$ cat src/rtl/core/bmvg_div.sv
`timescale 1ns / 1ps
`default_nettype none
module bmvg_div #(
    parameter int DW = 24,
    parameter int VW = 8
) (
    input  logic          i_clk,
    input  logic [DW-1:0] i_dividend,
    input  logic [VW-1:0] i_divisor,
    output logic [DW-1:0] o_quotient
);

    logic [VW-1:0] r_rem [0:DW-1];
    logic [DW-1:0] r_quo [0:DW-1];
    logic [DW-1:0] r_dvd [0:DW-1];
    logic [VW-1:0] r_dvs [0:DW-1];

    genvar k;
    generate
        for (k = 0; k < DW; k++) begin : g_stage
            logic [VW-1:0] rem_i;
            logic [DW-1:0] quo_i;
            logic [DW-1:0] dvd_i;
            logic [VW-1:0] dvs_i;
            logic [VW:0]   trial;
            logic [VW:0]   diff;
            logic          take;

            if (k == 0) begin : g_first
                assign rem_i = '0;
                assign quo_i = '0;
                assign dvd_i = i_dividend;
                assign dvs_i = i_divisor;
            end else begin : g_next
                assign rem_i = r_rem[k-1];
                assign quo_i = r_quo[k-1];
                assign dvd_i = r_dvd[k-1];
                assign dvs_i = r_dvs[k-1];
            end

            assign trial = {rem_i, dvd_i[DW-1]};
            assign take  = trial >= {1'b0, dvs_i};
            assign diff  = trial - {1'b0, dvs_i};

            always_ff @(posedge i_clk) begin
                r_rem[k] <= take ? diff[VW-1:0] : trial[VW-1:0];
                r_quo[k] <= {quo_i[DW-2:0], take};
                r_dvd[k] <= dvd_i << 1;
                r_dvs[k] <= dvs_i;
            end
        end
    endgenerate

    assign o_quotient = r_quo[DW-1];

endmodule
`default_nettype wire

$ cat config.mk
export PLATFORM = sky130hd
export DESIGN_NAME = bmvg_div
export DESIGN_NICKNAME = d
export VERILOG_FILES = /design/src/rtl/core/bmvg_div.sv
export SDC_FILE = /design/constraint.sdc
export NUM_CORES = 1
export LEC_CHECK = 0
export ABC_AREA = 1
export BUFFER_PORTS_ARGS = -buffer_cell sky130_fd_sc_hd__buf_2
export CAP_MARGIN = 20
export CELL_PAD_IN_SITES_DETAIL_PLACEMENT = 0
export CELL_PAD_IN_SITES_GLOBAL_PLACEMENT = 1
export CORE_ASPECT_RATIO = 1.2
export CORE_UTILIZATION = 48
export CTS_CLUSTER_SIZE = 24
export DETAILED_ROUTE_END_ITERATION = 7
export PLACE_DENSITY = 0.87
export SLEW_MARGIN = 20
export SYNTH_ARGS = -nofsm -noshare
export SYNTH_HDL_FRONTEND = slang
export SYNTH_SLANG_ARGS = --single-unit
$ cat constraint.sdc
create_clock -name i_clk -period 1.8 [get_ports i_clk]
set_input_delay 0.27 -clock i_clk [delete_from_list [all_inputs] [get_ports i_clk]]
set_output_delay 0.27 -clock i_clk [all_outputs]
set_load 0.02 [all_outputs]
# [Word level (Yosys, flattened, before mapping)]
# Memories as Yosys holds them, arrays and structs flattened.
# Cells that the tools add are included.
# Widths: inputs -> output; s select.
[totals] ff_bits=0 latchBits=0 mem_bits_rw=1512 rom_bits=0 input_bits=33 output_inout_bits=24 elab_cells=76 n_memories=4
[classes] addsub=24 multipliers=0 n_div=0 order_cmp=24 n_eq_ne=0 n_shift=0 muxes=24 bitwise=0 n_reduce_logical=0
[memory_table] memory="r_quo" words=24 word_bits=24 read_ports=24 rd_ports_with_merged_regs=0 write_ports=24 line_no="14" source="logic [DW-1:0] r_quo [0:DW-1];"
[memory_table] memory="r_dvd" words=24 word_bits=23 read_ports=23 rd_ports_with_merged_regs=0 write_ports=24 line_no="15" source="logic [DW-1:0] r_dvd [0:DW-1];"
[memory_table] memory="r_dvs" words=24 word_bits=8 read_ports=23 rd_ports_with_merged_regs=0 write_ports=24 line_no="16" source="logic [VW-1:0] r_dvs [0:DW-1];"
[memory_table] memory="r_rem" words=24 word_bits=8 read_ports=23 rd_ports_with_merged_regs=0 write_ports=24 line_no="13" source="logic [VW-1:0] r_rem [0:DW-1];"
[ops] cell="$ge 9x8->1" n=23
[ops] cell="$mux 8" n=24
[ops] cell="$sub 8x8->8" n=23
[ops] cell="$ge 1x8->1" n=1
[ops] cell="$sub 1x8->8" n=1

# [Depth between registers and ports, before layout]
# An unclocked memory read counts as a cell.
[depth] depth_word=3 mapped_depth=11 ltp_nobuf=11

# [Worst setup path before layout]
# No wires, ideal clock.
[synth_path] kind="reg-to-reg" start="memory r_dvs[19][2], in the netlist r_dvs[2][26]" end="memory r_rem[20][7], in the netlist r_rem[2][39]" setup_ns=0.112 arrival_time_ns=1.419 required_ns=1.688 setup_slack_ns=0.269 stages_incl_launch_ff=10 n_path_buf=0 period_less_slack_ns=1.531 cell_sequence="dfxtp_1 > inv_1 > ha_1 > or2_1 > nand3b_1 > nand2_1 > nand2_2 > nand2_4 > nand2_1 > nand2_1"
[synth_rtl] element="from (decl)" line_no="16"
[synth_rtl] element="to (decl)" line_no="13"

==> results.yml <==
outcome:
  outcome: "finished, final reports clean"
cts:
  cts_tree: "done"
  path_clk_slew_ns: 0.06
  root_buffer: "clkbuf_16"
  cts_buffers: 90
  cts.sinks: 944
  htree_levels: 3
  clk-insertion-delay-late_ns: 0.63
  clock_path_buffers: 3
critical_path:
  crit_path_end_kind: "flip-flop"
  ff2ff_setup_slack_ns: 0.08
  crit_family: "simple AND/OR/NAND/NOR gates"
  cp.depth: 8
  crit_type: "reg2reg"
  path_cells: "inv_1 > ha_1 > nand2_1 > nor3_1 > nand2_4 > buf_12 > nand3_1 > nand2_2"
  required_ns: 2.32
  critPathLaunchType: "flip-flop"
  arrival_ns: 2.25
  cp_slowest_cell: "ha_1"
  reg2reg_depth: 8
  path_max_fanout: 6
  cp_slowest_stage_delay_ns: 0.37
  critPathBufInv: 2
synth:
  synth_area_sq_um: 32000
  synth_area_leaders: "dfxtp_1, nand2_1, ha_1"
  synth_most_common_cell: "dfxtp_1"
  ys_warn_count: 0
  synth_flop_cell: "dfxtp_1"
  synth-seq-area-share_pct: 59.0
  synth_commonest_cells: "dfxtp_1, nand2_1, inv_1"
  synth_enable_flop_cells: 0
  syn_nets: 3652
  ys_types: 32
  synth_top_area_cell: "dfxtp_1"
  syn_avg_cell_area_sq_um: 9.39
  ys_seq_elements: 944
  syn_inst: 3411
  synth-async-reset-ratio_pct: 0
  synth_top_area_share_pct: 59.0
placement:
  port_buffers: 56
  placed_area_sq_um: 33500
  gp_congestion: 0.879
  hpwl_um: 41500
timing:
  setup_viol: 0
  skew_ns: 0.0260
  tightest_slew_ns: 0.490
  drv_slew: 0
  worst_hold_slack_ns: 0.271
  slew-limit-headroom_pct: 67.0
  hold_viol: 0
  min_period_ns: 1.72
  fmax_mhz: 580
  fin_crit_sh_pct: 95.8
min_path:
  min_path_type: "in2reg"
  whs_path_depth: 2
power:
  leakage_nw: 19.0
  intPower_mw: 46.4
  seqPwrFrac_pct: 40.6
  power_switching_mw: 23.3
  power_density_nw_per_um2: 1850
  swShare_pct: 33.5
  p_clk_share_pct: 28.0
  peakVddDrop_mv: 1.12
  p_comb_share_pct: 31.4
floorplan:
  num_io_pins: 57
  core.rowCount: 103
  dieWidth_um: 238
  core-area_sq_um: 65900
  start_util_pct: 48.7
  die_h_um: 285
  die_area_sq_um: 67800
global_routing:
  grt_max_degree: 17
  grt_first_pass_wirelength_um: 93600
  antenna_found_initial: 0
  grt_pass1_vias: 20305
  grt_usage_pct: 16.9
  grt-ovfl-total: 0
final_layout:
  finalNetCount: 3876
  diodes: 0
  stdcell_area_sq_um: 37700
  area.growth.synth_to_final_pct: 17.7
  layout-drive-gt1-share_pct: 13.8
routing:
  vias: 20730
  drcViolationCount: 0
  first_pass_iters: 7
  wl_per_cell_um: 12.5
  via_per_inst: 4.51
  wl_um: 57700
  dr.first_iter.drc_count: 725
  ant_nets: 0
job:
  drv_cap: 0
## sequential cells by signal, summed over array words and instances, names as in the netlist
name / flops
r_dvs: 184
r_quo: 300
r_dvd: 276
r_rem: 184
## metrics by stage
step / util, % / setup WS, ns / power [mW] / std cells / setup TNS, ns
finish: 57.3 / 0.0763 / 69.7 / 4601 / 0
global route: 57.3 / -0.0330 / 74.9 / 4601 / -0.425
CTS: 56.2 / 0.0159 / 69.3 / 4570 / 0
detailed placement: 50.9 / -0.0283 / 49.4 / 4372 / -0.115
global placement: 50.9 / -0.0145 / 49.2 / 4372 / -0.0293
floorplan: - / 0.269 / 44.5 / 3411 / 0
## power by group through the flow
stage | clock (mW) | combinational [mW] | sequential (mW)
5_1_grt | 21.1 | 25.0 | 28.8
2_1_floorplan | 0 | 16.6 | 28.0
3_5_place_dp | 0 | 20.6 | 28.7
6_report | 19.5 | 21.9 | 28.3
3_3_place_gp | 0 | 20.5 | 28.7
4_1_cts | 20.2 | 20.8 | 28.3
## kinds of logic (layout without fill, tap and decap cells)
kind of cell / Yosys count / in the layout / share of synthesized area (%)
buffers and inverters: 546 / 829 / 6.82
xor gates and xnor gates: 66 / 66 / 1.80
DFF: 944 / 944 / 59.0
AOI/OAI and AO/OA: 102 / 102 / 1.86
and+or+nand+nor: 1545 / 1560 / 21.9
adders and majority gates: 208 / 208 / 8.64
## per-layer routing
metal	wire length, um	up-vias	global-route usage [%]
met5	0	-	0
met4	1620	0	7.21
met3	1760	98	2.69
met2	30300	277	31.7
met1	24100	9288	18.6
li1	-	11067	-
## layout by cell type, fill, tap and decap left out, types with 3 or more instances in the layout
master and n:
nor2_4 11, a21oi_4 4, clkbuf_1 13, nor2_2 17
nor2_1 105, nor3_1 9, nand2_1 883, and2_4 5
nand3_1 318, inv_1 508, xnor2_1 24, nor3b_1 3
nand4_1 44, clkinvlp_4 10, clkinv_2 14, or2_0 6
xor2_1 42, inv_6 4, a21oi_2 20, fa_1 22
clkbuf_16 93, dlygate4sd3_1 32, nand3b_1 9, clkbuf_8 15
ha_4 18, clkinv_8 5, dfxtp_1 931, buf_2 56
nor3_2 14, bufinv_16 11, nand2_8 6, ha_1 159
inv_2 3, clkinv_1 9, dfxtp_2 12, ha_2 9
a21oi_1 76, buf_4 53, nand2_2 89, nand2_4 37
## layout make-up
class | count | area [sq um]
clock buffer | 121 | 2580
clock inverter | 45 | 601
fill | 5800 | 28100
inverter | 520 | 1950
multi-input combinational | 1936 | 11500
sequential | 944 | 18900
tap | 892 | 1120
timing repair buffer | 143 | 1040
## worst paths after layout
path	from	end
worst max-delay path	r_dvs[0][37]	r_rem[0][44]
worst min-delay path	i_dividend[18]	r_dvd[0][18]
worst max register to register	r_dvs[0][37]	r_rem[0][44]
worst min register to register	r_dvd[1][43]	r_dvd[1][67]
## worst reg2reg max path, stage by stage, from the launching register on
cell and delay, ns:
dfxtp_1 0.35, inv_1 0.05, ha_1 0.37, nand2_1 0.13, nor3_1 0.30, nand2_4 0.14, buf_12 0.16, nand3_1 0.07
nand2_2 0.05
## repair_timing
action | CTS | global route
pin swaps | 0 | 17
endpoints found under the setup margin | 9 | 174
gates resized for setup | 2 | 99
cloned | 0 | 15
buffers inserted | 0 | 16
hold endpoints to repair | 39 | 0
hold buffers | 32 | 0
Note: power is estimated with default switching activity, not from simulation.
