**config.mk**
```make
export PLATFORM = sky130hd
export DESIGN_NAME = bmvg_front
export DESIGN_NICKNAME = d
export VERILOG_FILES = /design/src/rtl/core/bmvg_pkg.sv /design/src/rtl/core/bmvg_front.sv
export SDC_FILE = /design/constraint.sdc
export NUM_CORES = 1
export LEC_CHECK = 0
export ABC_AREA = 1
export CAP_MARGIN = 20
export CORE_MARGIN = 10
export CORE_UTILIZATION = 40
export CTS_BUF_LIST = sky130_fd_sc_hd__clkbuf_8
export DETAILED_ROUTE_END_ITERATION = 6
export DONT_BUFFER_PORTS = 1
export PLACE_DENSITY_LB_ADDON = 0.12
export SKIP_LAST_GASP = 1
export SLEW_MARGIN = 0
export SYNTH_ARGS = -nofsm -noshare
export SYNTH_HDL_FRONTEND = slang
export SYNTH_SLANG_ARGS = --single-unit
```
**constraint.sdc**
```tcl
create_clock -name i_clk -period 2.95 [get_ports i_clk]
set_input_delay 0.59 -clock i_clk [delete_from_list [all_inputs] [get_ports i_clk]]
set_output_delay 0.59 -clock i_clk [all_outputs]
set_load 0.02 [all_outputs]
```
**src/rtl/core/bmvg_pkg.sv**
```systemverilog
`timescale 1ns / 1ps
`default_nettype none
package bmvg_pkg;

    localparam int FRAC_BITS = 16;
    localparam int DIM_W     = 24;
    localparam int POS_W     = 25;
    localparam int TEX_W     = FRAC_BITS + 1;
    localparam int IDX_W     = 19;
    localparam int COORD_W   = 8;
    localparam int FACE_W    = 3;
    localparam int AXIS_W    = 2;
    localparam int SEG_MAX_W = 12;
    localparam int CFG_IDX_W = 3;

    localparam logic [CFG_IDX_W-1:0] CFG_BOX_WIDTH       = 3'd0;
    localparam logic [CFG_IDX_W-1:0] CFG_BOX_HEIGHT      = 3'd1;
    localparam logic [CFG_IDX_W-1:0] CFG_BOX_DEPTH       = 3'd2;
    localparam logic [CFG_IDX_W-1:0] CFG_WIDTH_SEGMENTS  = 3'd3;
    localparam logic [CFG_IDX_W-1:0] CFG_HEIGHT_SEGMENTS = 3'd4;
    localparam logic [CFG_IDX_W-1:0] CFG_DEPTH_SEGMENTS  = 3'd5;

    localparam logic [AXIS_W-1:0] AXIS_X = 2'd0;
    localparam logic [AXIS_W-1:0] AXIS_Y = 2'd1;
    localparam logic [AXIS_W-1:0] AXIS_Z = 2'd2;

    localparam logic [FACE_W-1:0] FACE_POS_X = 3'd0;
    localparam logic [FACE_W-1:0] FACE_NEG_X = 3'd1;
    localparam logic [FACE_W-1:0] FACE_POS_Y = 3'd2;
    localparam logic [FACE_W-1:0] FACE_NEG_Y = 3'd3;
    localparam logic [FACE_W-1:0] FACE_POS_Z = 3'd4;
    localparam logic [FACE_W-1:0] FACE_NEG_Z = 3'd5;

    typedef struct packed {
        logic [AXIS_W-1:0] u_axis;
        logic [AXIS_W-1:0] v_axis;
        logic [AXIS_W-1:0] n_axis;
        logic              u_neg;
        logic              v_neg;
    } t_face;

    // sideband that rides along the dividers
    typedef struct packed {
        logic                 valid;
        logic [FACE_W-1:0]    face;
        logic [COORD_W-1:0]   ix;
        logic [COORD_W-1:0]   iy;
        logic [SEG_MAX_W-1:0] seg_w;
        logic [SEG_MAX_W-1:0] seg_h;
        logic [SEG_MAX_W-1:0] seg_d;
        logic [DIM_W-1:0]     ext_x;
        logic [DIM_W-1:0]     ext_y;
        logic [DIM_W-1:0]     ext_z;
    } t_side;

    function automatic t_face face_desc(input logic [FACE_W-1:0] f);
        t_face d;
        case (f)
            FACE_POS_X: d = '{AXIS_Z, AXIS_Y, AXIS_X, 1'b1, 1'b1};
            FACE_NEG_X: d = '{AXIS_Z, AXIS_Y, AXIS_X, 1'b0, 1'b1};
            FACE_POS_Y: d = '{AXIS_X, AXIS_Z, AXIS_Y, 1'b0, 1'b0};
            FACE_NEG_Y: d = '{AXIS_X, AXIS_Z, AXIS_Y, 1'b0, 1'b1};
            FACE_POS_Z: d = '{AXIS_X, AXIS_Y, AXIS_Z, 1'b0, 1'b1};
            default:    d = '{AXIS_X, AXIS_Y, AXIS_Z, 1'b1, 1'b1};
        endcase
        return d;
    endfunction

    function automatic logic [DIM_W-1:0] sel_ext(input logic [AXIS_W-1:0] a,
                                                 input logic [DIM_W-1:0] x,
                                                 input logic [DIM_W-1:0] y,
                                                 input logic [DIM_W-1:0] z);
        logic [DIM_W-1:0] r;
        case (a)
            AXIS_X:  r = x;
            AXIS_Y:  r = y;
            default: r = z;
        endcase
        return r;
    endfunction

    function automatic logic [SEG_MAX_W-1:0] sel_seg(input logic [AXIS_W-1:0] a,
                                                     input logic [SEG_MAX_W-1:0] x,
                                                     input logic [SEG_MAX_W-1:0] y,
                                                     input logic [SEG_MAX_W-1:0] z);
        logic [SEG_MAX_W-1:0] r;
        case (a)
            AXIS_X:  r = x;
            AXIS_Y:  r = y;
            default: r = z;
        endcase
        return r;
    endfunction

endpackage
`default_nettype wire

```
**src/rtl/core/bmvg_front.sv**
```systemverilog
`timescale 1ns / 1ps
`default_nettype none
module bmvg_front #(
    parameter int SEGMENT_BITS = 8,
    parameter int TW           = 24
) (
    input  logic                                 i_clk,
    input  logic                                 i_rst_n,
    input  logic                                 i_accept,
    input  logic [bmvg_pkg::FACE_W-1:0]          i_face,
    input  logic [bmvg_pkg::COORD_W-1:0]         i_column,
    input  logic [bmvg_pkg::COORD_W-1:0]         i_row,
    input  logic [bmvg_pkg::DIM_W-1:0]           i_ext_x,
    input  logic [bmvg_pkg::DIM_W-1:0]           i_ext_y,
    input  logic [bmvg_pkg::DIM_W-1:0]           i_ext_z,
    input  logic [SEGMENT_BITS-1:0]              i_seg_w,
    input  logic [SEGMENT_BITS-1:0]              i_seg_h,
    input  logic [SEGMENT_BITS-1:0]              i_seg_d,
    output bmvg_pkg::t_side                      o_side,
    output logic [TW-1:0]                        o_dvd_seg_u,
    output logic [TW-1:0]                        o_dvd_seg_v,
    output logic [TW-1:0]                        o_dvd_tex_u,
    output logic [TW-1:0]                        o_dvd_tex_v,
    output logic [SEGMENT_BITS-1:0]              o_dvs_u,
    output logic [SEGMENT_BITS-1:0]              o_dvs_v
);
    import bmvg_pkg::*;

    logic [FACE_W-1:0]       face_c;
    t_face                   fd;
    logic [SEGMENT_BITS-1:0] sw;
    logic [SEGMENT_BITS-1:0] sh;
    logic [SEGMENT_BITS-1:0] sd;
    logic [SEG_MAX_W-1:0]    gu;
    logic [SEG_MAX_W-1:0]    gv;
    logic [COORD_W-1:0]      ix;
    logic [COORD_W-1:0]      iy;
    t_side                   n_side;

    t_side                   r_side;
    logic [TW-1:0]           r_dvd_seg_u;
    logic [TW-1:0]           r_dvd_seg_v;
    logic [TW-1:0]           r_dvd_tex_u;
    logic [TW-1:0]           r_dvd_tex_v;
    logic [SEGMENT_BITS-1:0] r_dvs_u;
    logic [SEGMENT_BITS-1:0] r_dvs_v;

    always_comb begin
        face_c = (i_face > FACE_NEG_Z) ? FACE_NEG_Z : i_face;
        fd     = face_desc(face_c);
        sw     = (i_seg_w == '0) ? SEGMENT_BITS'(1) : i_seg_w;
        sh     = (i_seg_h == '0) ? SEGMENT_BITS'(1) : i_seg_h;
        sd     = (i_seg_d == '0) ? SEGMENT_BITS'(1) : i_seg_d;
        gu     = sel_seg(fd.u_axis, SEG_MAX_W'(sw), SEG_MAX_W'(sh), SEG_MAX_W'(sd));
        gv     = sel_seg(fd.v_axis, SEG_MAX_W'(sw), SEG_MAX_W'(sh), SEG_MAX_W'(sd));
        ix     = (SEG_MAX_W'(i_column) > gu) ? gu[COORD_W-1:0] : i_column;
        iy     = (SEG_MAX_W'(i_row) > gv) ? gv[COORD_W-1:0] : i_row;

        n_side       = '0;
        n_side.valid = i_accept;
        n_side.face  = face_c;
        n_side.ix    = ix;
        n_side.iy    = iy;
        n_side.seg_w = SEG_MAX_W'(sw);
        n_side.seg_h = SEG_MAX_W'(sh);
        n_side.seg_d = SEG_MAX_W'(sd);
        n_side.ext_x = i_ext_x;
        n_side.ext_y = i_ext_y;
        n_side.ext_z = i_ext_z;
    end

    always_ff @(posedge i_clk) begin
        if (!i_rst_n) begin
            r_side.valid <= 1'b0;
        end else begin
            r_side <= n_side;
        end
        r_dvd_seg_u <= TW'(sel_ext(fd.u_axis, i_ext_x, i_ext_y, i_ext_z));
        r_dvd_seg_v <= TW'(sel_ext(fd.v_axis, i_ext_x, i_ext_y, i_ext_z));
        r_dvd_tex_u <= TW'({ix, {FRAC_BITS{1'b0}}});
        r_dvd_tex_v <= TW'({iy, {FRAC_BITS{1'b0}}});
        r_dvs_u     <= gu[SEGMENT_BITS-1:0];
        r_dvs_v     <= gv[SEGMENT_BITS-1:0];
    end

    assign o_side      = r_side;
    assign o_dvd_seg_u = r_dvd_seg_u;
    assign o_dvd_seg_v = r_dvd_seg_v;
    assign o_dvd_tex_u = r_dvd_tex_u;
    assign o_dvd_tex_v = r_dvd_tex_v;
    assign o_dvs_u     = r_dvs_u;
    assign o_dvs_v     = r_dvs_v;

endmodule
`default_nettype wire

```
# After elaboration in Yosys (flattened, before gate mapping)
# Cells that the tools add are included.
# word_totals
reg_bits,196
latchBits,0
ramBits,0
rom_bits,0
input_bits,118
output_inout_bits,240
mem_count,0
# classes
addsub,0
mul,0
div,0
n_lt_le_gt_ge,3
n_eq_ne,6
shift,0
muxes,11
bitwise_logic,0
n_reduce_logical,6
# ops
op,n
one-hot mux 24 bit (2 select lines),2
two-way mux 8 bit,5
one-hot mux 8 bit (5 select lines),1
one-hot mux 8 bit (2 select lines),2
> comparator 8 x 12 -> 1 bit,2
zero test 8 bit,3
"equality test 3 x 2 -> 1 bit, second input constant",2
"equality test 2 x 1 -> 1 bit, second input constant",2
zero test 2 bit,2
"equality test 3 x 1 -> 1 bit, second input constant",1
"equality test 3 bit, second input constant",1
"> comparator 3 bit, second input constant",1
zero test 3 bit,1
two-way mux 3 bit,1

# Depth between registers and ports, before layout
# logic_depth
depth_word,8
ltp_mapped,17

# Least setup slack after synthesis
# Ideal clock, no wire load.
# synth_timing
path_type,input to register
startpoint,input port i_face[2] (netlist name)
endpoint,"register r_side, in the netlist o_side[108] (data pin)"
arrival_time_ns,2.050
required_time_ns,2.692
path_slack_ns,0.642
stages,13
n_path_buf,1
cell_sequence,inv_1 -> nand2_1 -> buf_2 -> o21a_1 -> inv_1 -> ha_1 -> nand2_1 -> nor2_1 -> nand2_1 -> nand2_2 -> nand2_1 -> nand2_1 -> nand2_1
# synth_between
elab_chain_cells,8
# synth_rtl
item,line_no,text
"start, declared",bmvg_front.sv:10,"input logic [bmvg_pkg::FACE_W-1:0] i_face,"
> comparator 3 bit,bmvg_front.sv:49,face_c = (i_face > FACE_NEG_Z) ? FACE_NEG_Z : i_face;
two-way mux 3 bit (*),bmvg_front.sv:49,
"equality test 3 bit, or another cell as far along",bmvg_pkg.sv:58,case (f)
one-hot mux 8 bit (5 select lines) (*),bmvg_pkg.sv:58,
equality test 2 x 1 -> 1 bit or zero test 2 bit (tied branches),bmvg_pkg.sv:87,case (a)
one-hot mux 8 bit (2 select lines) (*),bmvg_pkg.sv:87,
net gv[7],bmvg_front.sv:35,logic [SEG_MAX_W-1:0] gv;
> comparator 8 x 12 -> 1 bit (*),bmvg_front.sv:57,iy = (SEG_MAX_W'(i_row) > gv) ? gv[COORD_W-1:0] : i_row;
two-way mux 8 bit (*),bmvg_front.sv:57,
net iy[0],bmvg_front.sv:37,logic [COORD_W-1:0] iy;
"end signal, assigned",bmvg_front.sv:76,r_side <= n_side;
"end, declared",bmvg_front.sv:40,t_side r_side;
# The timed path passes the listed nets; every way through them passes the cells marked *.
# A chain may end at the register's enable or synchronous reset.

# Final worst setup path
# layout_timing
startpoint,input port i_face[2] (netlist name)
endpoint,"register r_side, in the netlist o_side[109] (data pin)"
# Same word-level chain as after synthesis.

==> key figures <==
Critical path
  – CP max-delay cell: ha_1
  – Crit path DAT: 2460 ps
  – CP required: 3160 ps
  – Crit path largest cell delay: 290 ps
  – Worst path cell trace: inv_1, nand2_2, inv_2, or2_0, o21a_1, inv_1, ha_1, nand2_1, nor2_1, nand2_1, nand2_2, nand2_1, nand2_1, nand2_1
  – Most frequent CP cell: nand2_1
  – CP startpoint kind: input pin
  – Worst Path Max Fanout: 11
  – Crit end category: register
  – WS Path Type: in2reg

Yosys
  – Unique masters post-synth: 22
  – Synth top area share: 49.0%
  – Cell taking the most area after synthesis: edfxtp_1
  – Post-synthesis sequential element count: 196
  – Syn_area_per_cell: 11.9 µm²
  – Post-synthesis simple-gate area fraction: 13.4%
  – Yosys Warn Count: 0
  – Synth Instances: 595
  – Post-synth top flop: edfxtp_1
  – Top cells by area, synth: edfxtp_1 (49%), dfxtp_1 (23%), nand2_1 (9.9%)
  – Most common cell in the synthesized netlist: nand2_1
  – Number of synthesized flops with an enable pin: 115
  – Compound-Gate Fraction of Synth Area: 3.26%
  – Largest family of logic cells by synthesized area: simple AND/OR/NAND/NOR gates
  – Synth Area in Adders: 2.84%
  – Cell area after synthesis: 7050 µm²
  – Post-Synth XOR/XNOR Area: 0%
  – Async set or reset register ratio after synthesis: 0%
  – Commonest cells in the netlist: nand2_1 (186), edfxtp_1 (115), dfxtp_1 (81), buf_4 (44), inv_1 (35)
  – Proportion of synthesized area in mux cells: 0%
  – Register area share after synthesis: 71.9%

Placement
  – Port buffer count: 0
  – Dpl ws: 247 ps
  – RD Place Congestion: 0.803
  – Post-DP HPWL: 15.5 mm

Timing
  – Max-slew violation count: 0
  – Fmax: 445 MHz
  – Unrepaired setup endpoints after global routing: false
  – Crit path time final: 2250 ps
  – Final setup fails: 0
  – Final period util: 76.3%
  – Final hold vios: 0
  – Final setup TNS: 0 ps
  – Final setup margin: 700 ps

Global route
  – Most crowded layer after global routing: met2
  – Global routing usage on met2: 28.5%
  – Met3 Usage GRT: 9.06%
  – Vias in the first global route: 4106
  – Congestion Overflow GR: 0
  – First-pass GRT wire length: 28.8 mm
  – Initial antenna violation count: 1
  – Largest net degree at the start of global routing: 117
  – GR Layer Usage met1: 16.5%
  – Tot GR Track Use: 16.4%

Clock network
  – CTS tree: yes
  – Post-CTS sizing: 0
  – Htree depth: 4
  – CTS sink cnt: 196
  – Hold buffer count at CTS: 0
  – TritonCTS Buffers: 17
  – Postcts setup bufs: 0
  – CTS root buf: clkbuf_8
  – Clock Path Buffers: 2
  – Clock Pin Slew Worst Setup and Hold Paths: 100 ps

Floorplan
  – Initial Util: 40.8%
  – Rows: 48
  – Die footprint: 23300 µm²
  – Die span in y: 153 µm
  – Core footprint: 17300 µm²
  – Die Wd: 153 µm
  – I/O pin count: 358

Drt
  – DR vias/cell: 4.83
  – DRC viols: 0
  – Drt first-iter violations: 247
  – DRT Pass-1 Iters: 4
  – Vias: 3981
  – Antenna-violating nets left: 0
  – Routed len/inst: 24.3 µm
  – Final WL: 20.0 mm

Min path
  – Hold Path Cell Cnt: 0
  – Hold_sp: i_seg_w[5]
  – HP Class: in2reg
  – Worst hold path endpoint: o_side[101]

Cells and area
  – Nets@finish: 719
  – Layout cells sized above 1: 7.19%
  – Area growth syn-to-layout: 5.36%

Status
  – Status: finished clean

Power
  – Cell area power density: 747 nW/µm²
  – Worst vdd ir: 292 µV
  – LEAKAGE: 3.17 nW

Flow run
  – Max-Cap Viols: 0
## worst max path at each step
stage	start	to	slack [ps]	depth (start not counted)
after global routing	i_face[2]	o_side[115]	480	14
after global placement	i_face[2]	o_side[115]	320	16
after detailed placement	i_face[2]	o_side[109]	250	14
after floorplan	i_face[2]	o_side[108]	640	13
final	i_face[2]	o_side[109]	700	14
after CTS	i_face[2]	o_side[115]	750	14
## cells by family after synthesis
family	count (synthesis)
DFF	196
adders and majority gates	16
and+or+nand+nor	230
AOI/OAI and AO/OA	38
other	1
buffers and inverters	114
## critical path: cells and delay by family
family          cells  cell delay [ps]
fa+ha+maj           1              290
simple gates        9             1130
compound gates      1              190
buf+inv             3              260
## stage by stage
step | instances | instance area [µm²] | utilization [%] | total power (W) | hold slack [ps]
3_5_place_dp | 791 | 7070 | 40.9 | 0.00404 | 689
3_3_place_gp | 791 | 7070 | 40.9 | 0.00404 | 685
5_1_grt | 824 | 7430 | 43.0 | 0.00579 | 166
6_report | 824 | 7430 | 43.0 | 0.00555 | 209
2_1_floorplan | 638 | 7220 | - | 0.00394 | 683
4_1_cts | 823 | 7430 | 43.0 | 0.00562 | 172
## sequential cells by signal (all words and copies together), names as in the netlist
name	cells
o_dvd_tex_u	8
o_dvs_v	8
o_dvd_seg_u	24
o_dvd_seg_v	24
o_dvs_u	8
o_side	116
o_dvd_tex_v	8
## cells in the final DEF, fill, tap and decap left out, types with 2 or more instances in the layout
cell type / n
clkbuf_8: 17
edfxtp_1: 115
inv_6: 4
nand2_1: 185
ha_1: 16
or2_0: 5
nand2_2: 3
nor2_1: 11
buf_4: 5
clkinv_4: 2
clkinvlp_4: 3
o21a_1: 14
inv_2: 2
inv_1: 37
o21ai_0: 16
or2_1: 7
conb_1: 44
nand4_2: 2
nand3_1: 16
dfxtp_1: 81
inv_8: 3
a21oi_1: 6
## area by class of cell
type / count / area [µm²]
multi-input combinational: 328 / 1540
clock buffer: 17 / 234
fill: 1639 / 9860
timing repair buffer: 5 / 37.5
tap: 225 / 282
antenna: 1 / 2.50
inverter: 37 / 139
clock inverter: 15 / 121
sequential: 196 / 5070
## report_power, final
group	internal [W]	switching [W]	total [W]	leakage, nW
logic	0.0000961	0.000227	0.000323	1.18
registers	0.00318	0.000459	0.00364	1.81
clock network	0.000604	0.000980	0.00158	0.182
total	0.00388	0.00166	0.00555	3.17
## routing by layer
metal,up-vias,wire length [µm]
met5,-,0
met4,0,279
met3,21,2460
met2,252,10300
met1,1886,6960
li1,1822,-
Power figures use the tool's default switching activity.
