===== src/rtl/core/bmvg_pkg.sv =====
`timescale 1ns / 1ps
`default_nettype none
package bmvg_pkg;

    localparam int FRAC_BITS = 16;
    localparam int DIM_W     = 24;
    localparam int POS_W     = 25;
    localparam int TEX_W     = FRAC_BITS + 1;
    localparam int IDX_W     = 19;
    localparam int COORD_W   = 8;
    localparam int FACE_W    = 3;
    localparam int AXIS_W    = 2;
    localparam int SEG_MAX_W = 12;
    localparam int CFG_IDX_W = 3;

    localparam logic [CFG_IDX_W-1:0] CFG_BOX_WIDTH       = 3'd0;
    localparam logic [CFG_IDX_W-1:0] CFG_BOX_HEIGHT      = 3'd1;
    localparam logic [CFG_IDX_W-1:0] CFG_BOX_DEPTH       = 3'd2;
    localparam logic [CFG_IDX_W-1:0] CFG_WIDTH_SEGMENTS  = 3'd3;
    localparam logic [CFG_IDX_W-1:0] CFG_HEIGHT_SEGMENTS = 3'd4;
    localparam logic [CFG_IDX_W-1:0] CFG_DEPTH_SEGMENTS  = 3'd5;

    localparam logic [AXIS_W-1:0] AXIS_X = 2'd0;
    localparam logic [AXIS_W-1:0] AXIS_Y = 2'd1;
    localparam logic [AXIS_W-1:0] AXIS_Z = 2'd2;

    localparam logic [FACE_W-1:0] FACE_POS_X = 3'd0;
    localparam logic [FACE_W-1:0] FACE_NEG_X = 3'd1;
    localparam logic [FACE_W-1:0] FACE_POS_Y = 3'd2;
    localparam logic [FACE_W-1:0] FACE_NEG_Y = 3'd3;
    localparam logic [FACE_W-1:0] FACE_POS_Z = 3'd4;
    localparam logic [FACE_W-1:0] FACE_NEG_Z = 3'd5;

    typedef struct packed {
        logic [AXIS_W-1:0] u_axis;
        logic [AXIS_W-1:0] v_axis;
        logic [AXIS_W-1:0] n_axis;
        logic              u_neg;
        logic              v_neg;
    } t_face;

    // sideband that rides along the dividers
    typedef struct packed {
        logic                 valid;
        logic [FACE_W-1:0]    face;
        logic [COORD_W-1:0]   ix;
        logic [COORD_W-1:0]   iy;
        logic [SEG_MAX_W-1:0] seg_w;
        logic [SEG_MAX_W-1:0] seg_h;
        logic [SEG_MAX_W-1:0] seg_d;
        logic [DIM_W-1:0]     ext_x;
        logic [DIM_W-1:0]     ext_y;
        logic [DIM_W-1:0]     ext_z;
    } t_side;

    function automatic t_face face_desc(input logic [FACE_W-1:0] f);
        t_face d;
        case (f)
            FACE_POS_X: d = '{AXIS_Z, AXIS_Y, AXIS_X, 1'b1, 1'b1};
            FACE_NEG_X: d = '{AXIS_Z, AXIS_Y, AXIS_X, 1'b0, 1'b1};
            FACE_POS_Y: d = '{AXIS_X, AXIS_Z, AXIS_Y, 1'b0, 1'b0};
            FACE_NEG_Y: d = '{AXIS_X, AXIS_Z, AXIS_Y, 1'b0, 1'b1};
            FACE_POS_Z: d = '{AXIS_X, AXIS_Y, AXIS_Z, 1'b0, 1'b1};
            default:    d = '{AXIS_X, AXIS_Y, AXIS_Z, 1'b1, 1'b1};
        endcase
        return d;
    endfunction

    function automatic logic [DIM_W-1:0] sel_ext(input logic [AXIS_W-1:0] a,
                                                 input logic [DIM_W-1:0] x,
                                                 input logic [DIM_W-1:0] y,
                                                 input logic [DIM_W-1:0] z);
        logic [DIM_W-1:0] r;
        case (a)
            AXIS_X:  r = x;
            AXIS_Y:  r = y;
            default: r = z;
        endcase
        return r;
    endfunction

    function automatic logic [SEG_MAX_W-1:0] sel_seg(input logic [AXIS_W-1:0] a,
                                                     input logic [SEG_MAX_W-1:0] x,
                                                     input logic [SEG_MAX_W-1:0] y,
                                                     input logic [SEG_MAX_W-1:0] z);
        logic [SEG_MAX_W-1:0] r;
        case (a)
            AXIS_X:  r = x;
            AXIS_Y:  r = y;
            default: r = z;
        endcase
        return r;
    endfunction

endpackage
`default_nettype wire


===== src/rtl/core/bmvg_back.sv =====
`timescale 1ns / 1ps
`default_nettype none
module bmvg_back #(
    parameter int TW = 24
) (
    input  logic                                i_clk,
    input  logic                                i_rst_n,
    input  bmvg_pkg::t_side                     i_side,
    input  logic [TW-1:0]                       i_q_seg_u,
    input  logic [TW-1:0]                       i_q_seg_v,
    input  logic [TW-1:0]                       i_q_tex_u,
    input  logic [TW-1:0]                       i_q_tex_v,
    output logic                                o_strobe,
    output logic signed [bmvg_pkg::POS_W-1:0]   o_pos_x,
    output logic signed [bmvg_pkg::POS_W-1:0]   o_pos_y,
    output logic signed [bmvg_pkg::POS_W-1:0]   o_pos_z,
    output logic [bmvg_pkg::AXIS_W-1:0]         o_normal_axis,
    output logic                                o_normal_negative,
    output logic [bmvg_pkg::TEX_W-1:0]          o_tex_u,
    output logic [bmvg_pkg::TEX_W-1:0]          o_tex_v,
    output logic                                o_quad_valid,
    output logic [bmvg_pkg::IDX_W-1:0]          o_corner_a,
    output logic [bmvg_pkg::IDX_W-1:0]          o_corner_b,
    output logic [bmvg_pkg::IDX_W-1:0]          o_corner_c,
    output logic [bmvg_pkg::IDX_W-1:0]          o_corner_d
);
    import bmvg_pkg::*;

    localparam int MUL_W = COORD_W + DIM_W;
    localparam logic [TEX_W-1:0] TEX_ONE = TEX_W'(1) << FRAC_BITS;

    // stage A: products
    t_face                fd;
    logic [SEG_MAX_W-1:0] gu;
    logic [SEG_MAX_W-1:0] gv;
    logic [MUL_W-1:0]     mul_u;
    logic [MUL_W-1:0]     mul_v;

    logic                 r_a_valid;
    logic [FACE_W-1:0]    r_a_face;
    t_face                r_a_fd;
    logic [COORD_W-1:0]   r_a_ix;
    logic                 r_a_qv;
    logic [IDX_W-1:0]     r_a_stride;
    logic [POS_W-1:0]     r_a_prod_u;
    logic [POS_W-1:0]     r_a_prod_v;
    logic [DIM_W-1:0]     r_a_half_u;
    logic [DIM_W-1:0]     r_a_half_v;
    logic [DIM_W-1:0]     r_a_half_n;
    logic [IDX_W-1:0]     r_a_px;
    logic [IDX_W-1:0]     r_a_py;
    logic [IDX_W-1:0]     r_a_pz;
    logic [IDX_W-1:0]     r_a_siy;
    logic [TEX_W-1:0]     r_a_tu;
    logic [TEX_W-1:0]     r_a_tqv;

    always_comb begin
        fd    = face_desc(i_side.face);
        gu    = sel_seg(fd.u_axis, i_side.seg_w, i_side.seg_h, i_side.seg_d);
        gv    = sel_seg(fd.v_axis, i_side.seg_w, i_side.seg_h, i_side.seg_d);
        mul_u = MUL_W'(i_side.ix) * MUL_W'(i_q_seg_u[DIM_W-1:0]);
        mul_v = MUL_W'(i_side.iy) * MUL_W'(i_q_seg_v[DIM_W-1:0]);
    end

    always_ff @(posedge i_clk) begin
        if (!i_rst_n) begin
            r_a_valid <= 1'b0;
        end else begin
            r_a_valid <= i_side.valid;
        end
        r_a_face   <= i_side.face;
        r_a_fd     <= fd;
        r_a_ix     <= i_side.ix;
        r_a_qv     <= (SEG_MAX_W'(i_side.ix) < gu) && (SEG_MAX_W'(i_side.iy) < gv);
        r_a_stride <= IDX_W'(gu) + IDX_W'(1);
        r_a_prod_u <= mul_u[POS_W-1:0];
        r_a_prod_v <= mul_v[POS_W-1:0];
        r_a_half_u <= sel_ext(fd.u_axis, i_side.ext_x, i_side.ext_y, i_side.ext_z) >> 1;
        r_a_half_v <= sel_ext(fd.v_axis, i_side.ext_x, i_side.ext_y, i_side.ext_z) >> 1;
        r_a_half_n <= sel_ext(fd.n_axis, i_side.ext_x, i_side.ext_y, i_side.ext_z) >> 1;
        r_a_px     <= IDX_W'((IDX_W'(i_side.seg_d) + IDX_W'(1)) *
                             (IDX_W'(i_side.seg_h) + IDX_W'(1)));
        r_a_py     <= IDX_W'((IDX_W'(i_side.seg_w) + IDX_W'(1)) *
                             (IDX_W'(i_side.seg_d) + IDX_W'(1)));
        r_a_pz     <= IDX_W'((IDX_W'(i_side.seg_w) + IDX_W'(1)) *
                             (IDX_W'(i_side.seg_h) + IDX_W'(1)));
        r_a_siy    <= IDX_W'((IDX_W'(gu) + IDX_W'(1)) * IDX_W'(i_side.iy));
        r_a_tu     <= i_q_tex_u[TEX_W-1:0];
        r_a_tqv    <= i_q_tex_v[TEX_W-1:0];
    end

    // stage B: coordinates, face base
    logic [POS_W-1:0] cu;
    logic [POS_W-1:0] cv;
    logic [POS_W-1:0] cu_s;
    logic [POS_W-1:0] cv_s;
    logic [POS_W-1:0] cn;
    logic [POS_W-1:0] n_pos [0:2];
    logic [IDX_W-1:0] n_base;

    logic             r_b_valid;
    logic [POS_W-1:0] r_b_pos_x;
    logic [POS_W-1:0] r_b_pos_y;
    logic [POS_W-1:0] r_b_pos_z;
    logic [AXIS_W-1:0] r_b_naxis;
    logic             r_b_neg;
    logic [TEX_W-1:0] r_b_tu;
    logic [TEX_W-1:0] r_b_tv;
    logic             r_b_qv;
    logic [IDX_W-1:0] r_b_base;
    logic [IDX_W-1:0] r_b_lin;
    logic [IDX_W-1:0] r_b_stride;

    always_comb begin
        cu   = r_a_prod_u - POS_W'(r_a_half_u);
        cv   = r_a_prod_v - POS_W'(r_a_half_v);
        cu_s = r_a_fd.u_neg ? (POS_W'(0) - cu) : cu;
        cv_s = r_a_fd.v_neg ? (POS_W'(0) - cv) : cv;
        cn   = r_a_face[0] ? (POS_W'(0) - POS_W'(r_a_half_n)) : POS_W'(r_a_half_n);
        for (int k = 0; k < 3; k++) begin
            if (r_a_fd.u_axis == AXIS_W'(k)) begin
                n_pos[k] = cu_s;
            end else if (r_a_fd.v_axis == AXIS_W'(k)) begin
                n_pos[k] = cv_s;
            end else begin
                n_pos[k] = cn;
            end
        end
        case (r_a_face)
            FACE_POS_X: n_base = '0;
            FACE_NEG_X: n_base = r_a_px;
            FACE_POS_Y: n_base = r_a_px << 1;
            FACE_NEG_Y: n_base = (r_a_px << 1) + r_a_py;
            FACE_POS_Z: n_base = (r_a_px + r_a_py) << 1;
            default:    n_base = ((r_a_px + r_a_py) << 1) + r_a_pz;
        endcase
    end

    always_ff @(posedge i_clk) begin
        if (!i_rst_n) begin
            r_b_valid <= 1'b0;
        end else begin
            r_b_valid <= r_a_valid;
        end
        r_b_pos_x  <= n_pos[0];
        r_b_pos_y  <= n_pos[1];
        r_b_pos_z  <= n_pos[2];
        r_b_naxis  <= r_a_fd.n_axis;
        r_b_neg    <= r_a_face[0];
        r_b_tu     <= r_a_tu;
        r_b_tv     <= TEX_ONE - r_a_tqv;
        r_b_qv     <= r_a_qv;
        r_b_base   <= n_base;
        r_b_lin    <= IDX_W'(r_a_ix) + r_a_siy;
        r_b_stride <= r_a_stride;
    end

    // stage C: first corner
    logic              r_c_valid;
    logic [POS_W-1:0]  r_c_pos_x;
    logic [POS_W-1:0]  r_c_pos_y;
    logic [POS_W-1:0]  r_c_pos_z;
    logic [AXIS_W-1:0] r_c_naxis;
    logic              r_c_neg;
    logic [TEX_W-1:0]  r_c_tu;
    logic [TEX_W-1:0]  r_c_tv;
    logic              r_c_qv;
    logic [IDX_W-1:0]  r_c_a;
    logic [IDX_W-1:0]  r_c_stride;

    always_ff @(posedge i_clk) begin
        if (!i_rst_n) begin
            r_c_valid <= 1'b0;
        end else begin
            r_c_valid <= r_b_valid;
        end
        r_c_pos_x  <= r_b_pos_x;
        r_c_pos_y  <= r_b_pos_y;
        r_c_pos_z  <= r_b_pos_z;
        r_c_naxis  <= r_b_naxis;
        r_c_neg    <= r_b_neg;
        r_c_tu     <= r_b_tu;
        r_c_tv     <= r_b_tv;
        r_c_qv     <= r_b_qv;
        r_c_a      <= r_b_base + r_b_lin;
        r_c_stride <= r_b_stride;
    end

    // stage D: output register
    logic [IDX_W-1:0]  c_b;
    logic              r_d_valid;
    logic [POS_W-1:0]  r_d_pos_x;
    logic [POS_W-1:0]  r_d_pos_y;
    logic [POS_W-1:0]  r_d_pos_z;
    logic [AXIS_W-1:0] r_d_naxis;
    logic              r_d_neg;
    logic [TEX_W-1:0]  r_d_tu;
    logic [TEX_W-1:0]  r_d_tv;
    logic              r_d_qv;
    logic [IDX_W-1:0]  r_d_a;
    logic [IDX_W-1:0]  r_d_b;
    logic [IDX_W-1:0]  r_d_c;
    logic [IDX_W-1:0]  r_d_d;

    assign c_b = r_c_a + r_c_stride;

    always_ff @(posedge i_clk) begin
        if (!i_rst_n) begin
            r_d_valid <= 1'b0;
        end else begin
            r_d_valid <= r_c_valid;
        end
        r_d_pos_x <= r_c_pos_x;
        r_d_pos_y <= r_c_pos_y;
        r_d_pos_z <= r_c_pos_z;
        r_d_naxis <= r_c_naxis;
        r_d_neg   <= r_c_neg;
        r_d_tu    <= r_c_tu;
        r_d_tv    <= r_c_tv;
        r_d_qv    <= r_c_qv;
        r_d_a     <= r_c_qv ? r_c_a : '0;
        r_d_b     <= r_c_qv ? c_b : '0;
        r_d_c     <= r_c_qv ? (c_b + IDX_W'(1)) : '0;
        r_d_d     <= r_c_qv ? (r_c_a + IDX_W'(1)) : '0;
    end

    assign o_strobe          = r_d_valid;
    assign o_pos_x           = r_d_pos_x;
    assign o_pos_y           = r_d_pos_y;
    assign o_pos_z           = r_d_pos_z;
    assign o_normal_axis     = r_d_naxis;
    assign o_normal_negative = r_d_neg;
    assign o_tex_u           = r_d_tu;
    assign o_tex_v           = r_d_tv;
    assign o_quad_valid      = r_d_qv;
    assign o_corner_a        = r_d_a;
    assign o_corner_b        = r_d_b;
    assign o_corner_c        = r_d_c;
    assign o_corner_d        = r_d_d;

endmodule
`default_nettype wire


===== config.mk =====
export PLATFORM = sky130hd
export DESIGN_NAME = bmvg_back
export DESIGN_NICKNAME = d
export VERILOG_FILES = /design/src/rtl/core/bmvg_pkg.sv /design/src/rtl/core/bmvg_back.sv
export SDC_FILE = /design/constraint.sdc
export NUM_CORES = 2
export LEC_CHECK = 0
export CAP_MARGIN = 20
export CORE_MARGIN = 2
export CORE_UTILIZATION = 65
export CTS_BUF_LIST = sky130_fd_sc_hd__clkbuf_8
export CTS_CLUSTER_DIAMETER = 30
export DETAILED_ROUTE_END_ITERATION = 16
export DONT_BUFFER_PORTS = 1
export PLACE_DENSITY = 0.84
export SYNTH_ARGS = -nofsm -noshare
export SYNTH_HDL_FRONTEND = slang
export SYNTH_SLANG_ARGS = --single-unit

===== constraint.sdc =====
create_clock -name i_clk -period 8 [get_ports i_clk]
set_input_delay 0.4 -clock i_clk [delete_from_list [all_inputs] [get_ports i_clk]]
set_output_delay 0.4 -clock i_clk [all_outputs]
set_load 0.02 [all_outputs]

* Word level (Yosys, flattened, before mapping) *
Cells that the tools add are included.

cells by class
  reductions and logical operators = 8
  equal/unequal tests = 15
  muxes and demuxes = 16
  magnitude comparators = 2
  $add $sub $neg = 18
  $mul = 6

operators by type and width
  kind                                                                 count
  25-bit 2-to-1 mux                                                    9
  24-bit one-hot mux with 2 select lines                               3
  19-bit one-hot mux with 5 select lines                               1
  19-bit adder                                                         3
  12-bit by 1-bit adder with 13-bit output, second input constant      4
  8-bit by 24-bit multiplier with 25-bit output                        2
  1-bit by 25-bit subtractor with 25-bit output, first input constant  2
  25-bit by 23-bit subtractor with 25-bit output                       2
  12-bit one-hot mux with 2 select lines                               2
  8-bit one-hot mux with 5 select lines                                1
  19-bit by 1-bit adder with 19-bit output, second input constant      2
  8-bit by 12-bit < comparator with 1-bit output                       2
  1-bit by 23-bit subtractor with 24-bit output, first input constant  1
  19-bit by 13-bit adder with 19-bit output                            1
  8-bit by 19-bit adder with 19-bit output                             1
  13-bit by 13-bit multiplier with 19-bit output                       1
  13-bit by 8-bit multiplier with 19-bit output                        1
  19-bit by 13-bit multiplier with 19-bit output                       1
  19-bit by 19-bit multiplier with 19-bit output                       1
  18-bit adder                                                         1
  17-bit subtractor, first input constant                              1
  3-bit by 2-bit == test with 1-bit output, second input constant      4
  2-bit by 1-bit == test with 1-bit output, second input constant      5
  2-bit zero test                                                      5
  5 further kinds                                                      9

word-level totals
  register bits = 764
  output and inout bits = 190
  input bits = 226
  logic and storage cells = 122

* Depth between registers and ports, before layout *
  depth in word-level cells = 6
  depth in mapped cells = 30
  depth with buffers taken out = 27

* Worst setup path after synthesis *
OpenSTA, ideal clock, no wires.

  path kind = input-to-reg
  start = in i_side[125] in the netlist's numbering
  end = reg r_a_siy[17]
  slack = 1.208 ns
  library setup time = 0.062 ns
  arrival time = 6.730 ns
  stages on the path = 29
  required time = 7.938 ns
  path buffers = 3
  cells stage by stage = clkbuf_1 -> or2_2 -> clkbuf_1 -> inv_2 -> mux2i_1 -> clkbuf_1 -> inv_1 -> ha_1 -> nand2b_1 -> nor2_1 -> xnor2_1 -> nand2_1 -> fa_1 -> fa_1 -> inv_1 -> fa_1 -> inv_1 -> fa_1 -> inv_1 -> ha_1 -> a21boi_0 -> o21ai_0 -> a21boi_0 -> o21ai_0 -> a21boi_0 -> o21ai_0 -> a21oi_1 -> or4b_2 -> nand3_1

on the way
  longest elaborated chain between the ends = 6
  elaborated cells on any way between the ends = 11
  those cells by class = 1 x add/sub; 1 x mul; 5 x eq/ne; 2 x mux; 2 x reduce/logical

RTL lines
  what                                                                                line             source
  from (decl)                                                                         bmvg_back.sv:8   input bmvg_pkg::t_side i_side,
  3-bit == test (tied with other cells)                                               bmvg_pkg.sv:58   case (f)
  8-bit one-hot mux with 5 select lines *                                             bmvg_pkg.sv:58
  2-bit by 1-bit == test with 1-bit output / 2-bit zero test (equally long branches)  bmvg_pkg.sv:87   case (a)
  12-bit one-hot mux with 2 select lines *                                            bmvg_pkg.sv:87
  12-bit by 1-bit adder with 13-bit output *                                          bmvg_back.sv:87  r_a_siy <= IDX_W'((IDX_W'(gu) + IDX_W'(1)) * IDX_W'(i_side.iy));
  13-bit by 8-bit multiplier with 19-bit output *                                     bmvg_back.sv:87
  to (signal assigned)                                                                bmvg_back.sv:87
  to (decl)                                                                           bmvg_back.sv:53  logic [IDX_W-1:0] r_a_siy;

Mark *: on every way between the ends. The rest lies on a longest branch, timed or not.
A chain may end at the register's enable or synchronous reset.

* Final worst setup path *
  start = in i_side[126] in the netlist's numbering
  end = reg r_a_siy[17]

The elaborated chain is that of the path after synthesis.

==> run_results.csv <==
group,metric,value,unit
clock_network,cts.sinks,762,
logic_synthesis,yosysMostFrequentCell,"inv_1",
worst_setup_path,path_max_fanout,20,
placement,gp_congestion,1.00,
detailed_routing,ant_nets,0,
timing,fmax,147,MHz
clock_network,max-clock-path-buffers,3,
logic_synthesis,synth.distinct_cells,79,
floorplan,die_height,295,um
detailed_routing,vias_per_cell,5.96,
final_layout,nFillCells,5797,
worst_setup_path,critPathArrivalTime,7.54,ns
global_routing,overflow,0,
timing,final.period_utilization,85.2,%
global_routing,antenna_found_initial,25,
detailed_routing,wirelength,161,mm
logic_synthesis,yosys_most_used_dff,"dfxtp_1",
detailed_routing,met1_length,56.9,mm
placement,dp_hpwl,114,mm
detailed_routing,drtPass1Iterations,8,
final_layout,nets,7356,
timing,hold_viol_final,0,
logic_synthesis,synth_area,55000,um2
logic_synthesis,seq_area_frac_synth,27.8,%
logic_synthesis,avgSynthCellArea,9.24,um2
power_and_ir_drop,leakage,28.3,nW
power_and_ir_drop,p_per_area,445,nW/um2
power_and_ir_drop,ir_worst_vdd,0.000375,V
clock_network,h-tree-depth,4,
floorplan,die_x,295,um
logic_synthesis,synth_seq_cells,762,
timing,tightest_slew,1.19,ns
floorplan,ios,416,
global_routing,track_usage,37.1,%
floorplan,rows,106,
final_layout,syn2layout_area_growth,11.2,%
timing,fin_crit,6.82,ns
logic_synthesis,yosys-top-cells-area,"dfxtp_1, fa_1, ha_1, inv_1, xnor2_1",
detailed_routing,top_layer_used,"met5",
global_routing,grt_max_degree,70,
detailed_routing,vias,44000,
final_layout,final_cells,7374,
worst_setup_path,start_kind,"input port",
min_path,min_path_cells,3,
detailed_routing,drt_iter0_drc,4047,
job,drv_cap,0,
status,status,"completed",
timing,setup-tns-final,0,ns
global_routing,grt_pass1_wl,248,mm
floorplan,core_area,83700,um2
worst_setup_path,cp.required,8.72,ns
clock_network,post_cts_buffers,0,
clock_network,numCtsBuffers,139,
timing,drv_slew,0,
logic_synthesis,synth_top_area_share,27.8,%
worst_setup_path,ff2ff_path_depth,18,
timing,setup_viol,0,
clock_network,root_buffer,"clkbuf_8",
timing,slew_headroom,20.4,%
detailed_routing,wl_met3,18.3,mm
worst_setup_path,cp-end-kind,"flip-flop",
floorplan,dieArea,86900,um2
final_layout,drive_gt1_share,6.26,%
worst_setup_path,worstSetupPathType,"input port to flip-flop",
placement,port_buffers,0,
final_layout,final_util,73.0,%
clock_network,cts_tree,"yes",
timing,clock_skew,0.0570,ns
logic_synthesis,ys_async_sr_fraction,0,%
worst_setup_path,reg2reg_slack,2.97,ns
logic_synthesis,synth_top_cell_by_area,"dfxtp_1",
timing,rsz0062_at_grt,"false",
logic_synthesis,syn_nets,7177,
logic_synthesis,synth_common_cells,"inv_1, dfxtp_1, nand2_1, fa_1, ha_1",
detailed_routing,drc,0,
clock_network,clock_latency,0.84,ns
clock_network,clkTransAtPathRegs,0.05,ns
global_routing,grt_pass1_vias,45300,
floorplan,initial_core_util,65.7,%
detailed_routing,post_drt_wl_per_cell,21.8,um
logic_synthesis,synth_edf_count,0,
detailed_routing,wl_met2,73.5,mm
logic_synthesis,yosysWarnings,0,
logic_synthesis,syn_inst,5946,
placement,dp.cells,6941,
min_path,hp-class,"input port to flip-flop",
worst max-delay path, cell delays in order:
cell,delay (ns)
or2_2,0.35
inv_2,0.35
mux2i_1,0.49
inv_1,0.09
ha_1,0.23
nand2b_1,0.14
nor3b_1,0.09
xnor2_1,0.82
and2_1,0.25
fa_1,0.43
fa_1,0.47
fa_1,0.54
inv_1,0.05
fa_1,0.53
inv_1,0.04
ha_1,0.33
o21ai_0,0.13
a21boi_0,0.17
o21ai_0,0.25
a21boi_0,0.15
o21ai_0,0.27
a21oi_1,0.18
or4b_2,0.67
nand3_1,0.10
registers in the layout (all words and copies together) (netlist names), 25 cells and up:
name,cells
o_pos_x,25
o_pos_y,25
o_pos_z,25
r_a_prod_u,25
r_a_prod_v,25
r_b_pos_x,25
r_b_pos_y,25
r_b_pos_z,25
r_c_pos_x,25
r_c_pos_y,25
r_c_pos_z,25
worst paths after layout:
| path | start | endpoint |
|---|---|---|
| setup / recovery | i_side[126] | r_a_siy[17]$_DFF_P_ |
| hold / removal | i_side[84] | r_a_pz[2]$_DFF_P_ |
| setup reg to reg | r_a_px[0]$_DFF_P_ | r_b_base[18]$_DFF_P_ |
| hold reg to reg | r_c_pos_x[22]$_DFF_P_ | o_pos_x[22]$_DFF_P_ |
power by group:
part	total, mW	internal (mW)	leakage [nW]	switching, mW
logic	16.5	6.94	20.3	9.57
registers	6.59	5.27	6.42	1.32
clock network	4.08	2.27	1.65	1.80
total	27.2	14.5	28.3	12.7
cell type report:
class / count / area (um2) / share of cell area [%]
sequential: 762 / 15300 / 25.0
antenna: 7 / 17.5 / 0.0287
clock buffer: 161 / 2220 / 3.63
tap: 1134 / 1420 / 2.32
clock inverter: 88 / 915 / 1.50
multi-input combinational: 4141 / 35800 / 58.6
timing repair buffer: 243 / 2300 / 3.77
inverter: 838 / 3150 / 5.15
per-stage QoR:
stage	setup slack, ns	hold WS [ns]	instance area [um2]	total power, mW
after CTS	1.45	0.00303	61000	26.8
final	1.18	0.0814	61100	27.2
after detailed placement	0.640	0.312	56100	22.5
after global routing	0.895	0.0631	61100	29.2
after floorplan	1.21	0.310	55000	18.5
after global placement	0.858	0.310	56100	21.8
logic make-up (layout without fill, tap and decap cells):
group	Yosys count	in the layout	synth area share, %
buf+inv	1043	1330	7.14
xor+xnor	457	457	7.28
fa+ha+maj	1005	1005	31.2
mux	113	113	2.18
compound gates	782	782	8.96
flops	762	762	27.8
simple gates	1784	1784	15.5
other cells	0	7	0
placed cells by master, fill, tap and decap left out, types with 68 or more instances in the layout:
master           n
nand2_1        630
xnor2_1        301
ha_1           398
buf_4           68
a21o_1          70
inv_1          858
dfxtp_1        760
nand3_1         85
dlygate4sd3_1  171
clkbuf_8       161
o21ai_0        194
nor3_1          82
and2_1         320
nor2_1         373
a21oi_1        234
fa_1           607
xor2_1         152
repair_timing:
action / 4_1_cts / 5_1_grt
hold endpoints to repair: 140 / 0
gates resized for setup: 0 / 0
hold buffers: 173 / 0
routing by layer:
layer  track usage (%)  vias to the layer above
li1                  -                    19300
met1              43.0                    21200
met2              59.1                     2658
met3              12.1                      790
met4              24.1                       28
met5                 0                        -
(Power assumes the default switching activity.)
